===== config.mk =====
export PLATFORM = sky130hd
export DESIGN_NAME = jblf_ctrl
export DESIGN_NICKNAME = d
export VERILOG_FILES = /design/src/hw/rtl/jblf_pkg.sv /design/src/hw/rtl/jblf_ctrl.sv
export SDC_FILE = /design/constraint.sdc
export NUM_CORES = 1
export LEC_CHECK = 0
export ABC_AREA = 1
export BUFFER_PORTS_ARGS = -buffer_cell sky130_fd_sc_hd__clkbuf_2
export CORE_AREA = 4 4 41 43
export CTS_BUF_LIST = sky130_fd_sc_hd__clkbuf_4 sky130_fd_sc_hd__clkbuf_8 sky130_fd_sc_hd__clkbuf_16
export DETAILED_ROUTE_END_ITERATION = 8
export DIE_AREA = 0 0 45 47
export GPL_TIMING_DRIVEN = 0
export SLEW_MARGIN = 0
export SYNTH_ARGS = -nofsm -noshare
export SYNTH_HDL_FRONTEND = slang
export SYNTH_SLANG_ARGS = --single-unit

===== constraint.sdc =====
create_clock -name clk -period 1.17 [get_ports clk]
set_input_delay 0.1755 -clock clk [delete_from_list [all_inputs] [get_ports clk]]
set_output_delay 0.1755 -clock clk [all_outputs]
set_load 0.03 [all_outputs]

===== src/hw/rtl/jblf_pkg.sv =====
// Shared types, constants and the exponent table function for the joint bilateral filter.
package jblf_pkg;

	// Field widths
	localparam int GL_W    = 11;
	localparam int GC_W    = 12;
	localparam int VAL_W   = 16;
	localparam int NCH     = 3;
	localparam int GUIDE_W = GL_W + 2 * GC_W;
	localparam int VALUE_W = NCH * VAL_W;

	// Register widths and APB port
	localparam int FW_W    = 11;
	localparam int FH_W    = 11;
	localparam int SS_W    = 16;
	localparam int RS_W    = 24;
	localparam int PADDR_W = 4;
	localparam int PDATA_W = 32;

	// Weight arithmetic
	localparam int CD_W      = 26;
	localparam int PROD_LO_W = 13;
	localparam int EXP_SHIFT = 24;
	localparam int WT_W      = 17;
	localparam int PRD_W     = WT_W + 1 + VAL_W;
	localparam int QB        = 16;
	localparam longint unsigned EXP_ONE   = 64'd65536;
	localparam longint unsigned EXP_RATIO = 64'd4034748382;
	localparam longint unsigned EXP_HALF  = 64'h8000_0000;

	typedef enum logic [1:0] {
		REG_WIDTH   = 2'd0,
		REG_HEIGHT  = 2'd1,
		REG_SPATIAL = 2'd2,
		REG_RANGE   = 2'd3
	} reg_idx_t;

	typedef struct packed {
		logic [GL_W-1:0]         guide_light;
		logic signed [GC_W-1:0]  guide_green_red;
		logic signed [GC_W-1:0]  guide_blue_yellow;
		logic signed [VAL_W-1:0] value_first;
		logic signed [VAL_W-1:0] value_second;
		logic signed [VAL_W-1:0] value_third;
		logic                    flush;
	} pix_t;

	typedef struct packed {
		logic signed [VAL_W-1:0] out_first;
		logic signed [VAL_W-1:0] out_second;
		logic signed [VAL_W-1:0] out_third;
		logic                    frame_last;
	} res_t;

	typedef enum logic [2:0] {
		ST_IDLE,
		ST_CENTRE,
		ST_TAPS,
		ST_DRAIN,
		ST_HAND
	} ctrl_state_t;

	typedef enum logic [1:0] {
		DV_IDLE,
		DV_RUN,
		DV_DONE
	} div_state_t;

	// Controller to datapath
	typedef struct packed {
		logic accept;
		logic rd_centre;
		logic tap_issue;
		logic handoff;
	} dp_cmd_t;

	// Datapath to controller
	typedef struct packed {
		logic produce;
		logic tap_last;
		logic pipe_empty;
	} dp_stat_t;

	// Entry k of the exponent table: exp(-k/16) in Q16, rounded step by step
	function automatic logic [WT_W-1:0] exp_entry(input int k);
		longint unsigned t;
		t = EXP_ONE;
		for (int i = 1; i <= k; i++)
			t = (t * EXP_RATIO + EXP_HALF) >> 32;
		return t[WT_W-1:0];
	endfunction

endpackage


===== src/hw/rtl/jblf_ctrl.sv =====
// Controller state machine: accepts requests and sequences the window pass.
module jblf_ctrl import jblf_pkg::*; (
	input  logic     clk,
	input  logic     arst_n,
	input  logic     in_valid,
	input  logic     div_idle,
	input  dp_stat_t stat,
	output logic     in_ready,
	output dp_cmd_t  cmd
);

	ctrl_state_t state_q, state_n;

	// State register
	always_ff @(posedge clk or negedge arst_n) begin
		if (!arst_n) begin
			state_q <= ST_IDLE;
		end else begin
			state_q <= state_n;
		end
	end

	// Next state and commands
	always_comb begin
		state_n  = state_q;
		cmd      = '0;
		in_ready = 1'b0;
		unique case (state_q)
			ST_IDLE: begin
				in_ready   = 1'b1;
				cmd.accept = in_valid;
				if (in_valid && stat.produce)
					state_n = ST_CENTRE;
			end
			ST_CENTRE: begin
				cmd.rd_centre = 1'b1;
				state_n       = ST_TAPS;
			end
			ST_TAPS: begin
				cmd.tap_issue = 1'b1;
				if (stat.tap_last)
					state_n = ST_DRAIN;
			end
			ST_DRAIN: begin
				if (stat.pipe_empty)
					state_n = ST_HAND;
			end
			ST_HAND: begin
				if (div_idle) begin
					cmd.handoff = 1'b1;
					state_n     = ST_IDLE;
				end
			end
			default: state_n = ST_IDLE;
		endcase
	end

endmodule


* Yosys cells after proc, flatten, opt, wreduce, memory -nomap -nowiden
Index checks and enable logic that the tools add are counted.
W data, S select, Z words.
** Word-level totals
- Bits in registers :: 3
- Bits in latches :: 0
- RAM bits :: 0
- Memory bits (read-only) :: 0
- Bits of input ports :: 7
- Output and inout bits :: 5
- Memories :: 0
** Operators by class
- Add/sub/neg operators :: 0
- Multiply operators :: 0
- Divide/modulo/power cells :: 0
- Order comparisons :: 0
- Equal/unequal tests :: 8
- Shift-type cells :: 0
- Multiplexer cells :: 11
- Bitwise gates (word level) :: 0
- Reductions and logical operators :: 3
** Operators with widths (count)
- $pmux W3 S5 :: 1
- $mux W3 :: 4
- $ne A2 B2 Y1 const B :: 4
- $eq A3 B2 Y1 const B :: 2
- $mux W1 :: 6
- $reduce_and A4 Y1 :: 1
- $eq A3 B1 Y1 const B :: 1
- $eq A3 B3 Y1 const B :: 1
- $logic_not A3 Y1 :: 1
- $logic_and A1 B1 Y1 :: 1

* Depth between registers and ports, before layout
- Word-level depth :: 3
- Mapped depth :: 8

* Worst setup path after synthesis
Ideal clock, no wire load.
- Path kind :: register to output
- Start point :: register state_q[1]
- End point :: output cmd[0] (netlist name)
- Arrival :: 1.482 ns
- Path slack :: -0.487 ns
- Cell stages (with the launch flop) :: 3
- Buffers on the path :: 1
- Cells stage by stage :: dfrtp_1 buf_6 nor4_1
** RTL lines
- from (decl) :: RTL line jblf_ctrl.sv:12 : ctrl_state_t state_q, state_n;
- from (signal assigned) :: RTL line jblf_ctrl.sv:19 : state_q <= state_n;
- to (decl) :: RTL line jblf_ctrl.sv:9 : output dp_cmd_t cmd

==> qor.yml <==
syn-num-nets: 43
yosysTopAreaCellShare_pct: 33.1
synth_common_cells: "nand2_1, inv_1, dfrtp_1, nand3_1, nor2_2"
crit_start: "state_q[0]"
finClkSkew_ns: 0.000363
syn_area_sq_um: 226
die_w_um: 45
slew-limit-headroom_pct: 87.7
grt_pass1_wl_um: 993
grt_antenna_before_repair: 0
cp-start-kind: "register"
r2r_slack_ns: 0.02
drtPass1Iterations: 2
ys.flop_type: "dfrtp_1"
synth_cells: 36
drc: 0
dpl.hpwl_um: 418
yosys_warnings: 0
cts_made_buffers: 3
ant_nets: 0
hold_path_class: "in2reg"
cts.sinks: 3
status: "finished with violations"
synth_edf_count: 0
peakVddDrop_uv: 684
hold_violations: 0
setup_ws_ns: -0.152
cts-root-buf: "clkbuf_4"
wl_per_cell_um: 8.40
grt_usage_pct: 6.81
die_area_sq_um: 2120
core_area_sq_um: 1300
largest_reg_flops: 3
worst_slew_pin_slew_ns: 0.183
layoutNonFillerInstCount: 70
num_vias: 281
path_clk_slew_ns: 0.04
synth_most_common_cell: "nand2_1"
viasPerCell: 4.01
crit_required_ns: 0.99
hold_path.startpoint: "stat[0]"
gp_congestion: 0.650
fillers: 152
slew_viol_final: 0
portBuffers: 11
drive_gt1_share_pct: 58.2
avgSynthCellArea_sq_um: 6.29
grt_max_degree: 11
cts_buffer_depth: 2
regArea_sq_um: 77.6
synth_cell_types: 11
finalNetCount: 63
grt.overflow.total: 0
clock_latency_ns: 0.23
antenna_cells: 0
final_area_sq_um: 430
violations: "negative setup slack"
rsz0062_at_grt: "yes"
cp.arrival_ns: 1.15
worstSetupPathType: "reg2out"
holdPathStages: 4
drt-total-wl_um: 588
io_pins: 12
reg2regPathDepth: 7
r2r-start: "state_q[0]"
ys_seq_area_share_pct: 33.1
multi_input_area_sq_um: 150
synthTopCellsByArea: "dfrtp_1, nand2_1, inv_1"
setup_viol: 5
end_kind: "output port"
cap_violations: 0
htreeDepth: 1
fin_crit_sh_pct: 113
initial_core_util_pct: 17.4
min_to: "state_q[0]"
post-synth-top-area-cell: "dfrtp_1"
synthArstFlopShare_pct: 100
timing.fmax_mhz: 756
die_h_um: 47
first_global_vias: 271
rows: 13
power.density_nw_per_um2: 3160
regMostFlops: "state_q"
drt_iter0_drc: 1
placedCellCount: 62
reg2reg_to: "state_q[1]"
dpl_cell_area_sq_um: 312
cts_tree: "built"
ys_seq_elements: 3
total_power_mw: 1.36
worst-path-max-fanout: 6
p_leak_nw: 0.236
area_growth_pct: 90.1
reg_top3: "state_q (3)"
final.min_clock_period_ns: 1.32
## routing by layer
| metal | GRT usage [%] | up-vias | share of wire [%] |
|---|---|---|---|
| met5 | 0 | - | 0 |
| met4 | 3.51 | 0 | 0 |
| met3 | 4.60 | 0 | 8.5 |
| met2 | 10.7 | 9 | 50 |
| met1 | 6.86 | 123 | 41 |
| li1 | - | 149 | - |
## layout by cell type (no fill, tap or decap)
cell type / n
o21ai_0: 2
nor4_2: 1
buf_4: 5
clkbuf_4: 4
dfrtp_1: 1
dlygate4sd3_1: 1
and3_1: 1
inv_2: 2
nor2_2: 2
buf_8: 1
nand2_2: 4
nand3_1: 3
dfrtp_2: 2
nor3_4: 1
nor2_4: 1
inv_1: 4
nand2_1: 9
clkbuf_8: 2
buf_6: 1
nor2_1: 2
clkbuf_2: 6
## repair_timing
action	4_1_cts	5_1_grt
setup buffers	3	0
endpoints found under the hold margin	3	0
endpoints found under the setup margin	5	8
hold buffers	1	0
gates resized for setup	11	10
pin swaps	2	0
## metrics by stage
stage	hold WS [ns]	setup TNS, ns	util (%)	setup slack (ns)
floorplan	-0.120	-0.156	-	-0.156
global placement	-0.0260	-0.0179	23.9	-0.0179
detailed placement	-0.0252	-0.0211	23.9	-0.0211
CTS	0.204	-0.638	31.7	-0.165
global route	0.236	-1.02	33.1	-0.196
finish	0.205	-0.516	33.1	-0.152
## cell type report
type / count / share of cell area, %
plain buffers: 1 / 2.62
clock buffers: 4 / 6.98
inverters: 6 / 5.23
multi-input cells: 26 / 34.9
flip-flops and latches: 3 / 18.0
well taps: 15 / 4.36
repair buffers: 15 / 27.9
## worst max path at each step
stage,slack [ns],endpoint,depth (start not counted)
after floorplan,-0.16,cmd[0],2
after global placement,-0.02,cmd[3],3
after detailed placement,-0.02,cmd[3],3
after CTS,-0.16,cmd[0],2
after global routing,-0.20,cmd[0],2
final,-0.15,cmd[3],3
## power by group
part	switching, mW	internal, mW
logic	0.497	0.421
registers	0.0721	0.161
clock network	0.0567	0.151
## kinds of logic (layout without fill, tap and decap cells)
kind of cell / Yosys count / count (layout) / synth area share (%)
and+or+nand+nor: 24 / 24 / 47.5
buffers and inverters: 7 / 26 / 14.9
DFF: 3 / 3 / 33.1
AOI/OAI and AO/OA: 2 / 2 / 4.42
## critical path: stages (launching register included)
cell	delay (ns)
dfrtp_2	0.44
nor2_4	0.14
and3_1	0.17
clkbuf_8	0.15
Power figures use the tool's default switching activity.
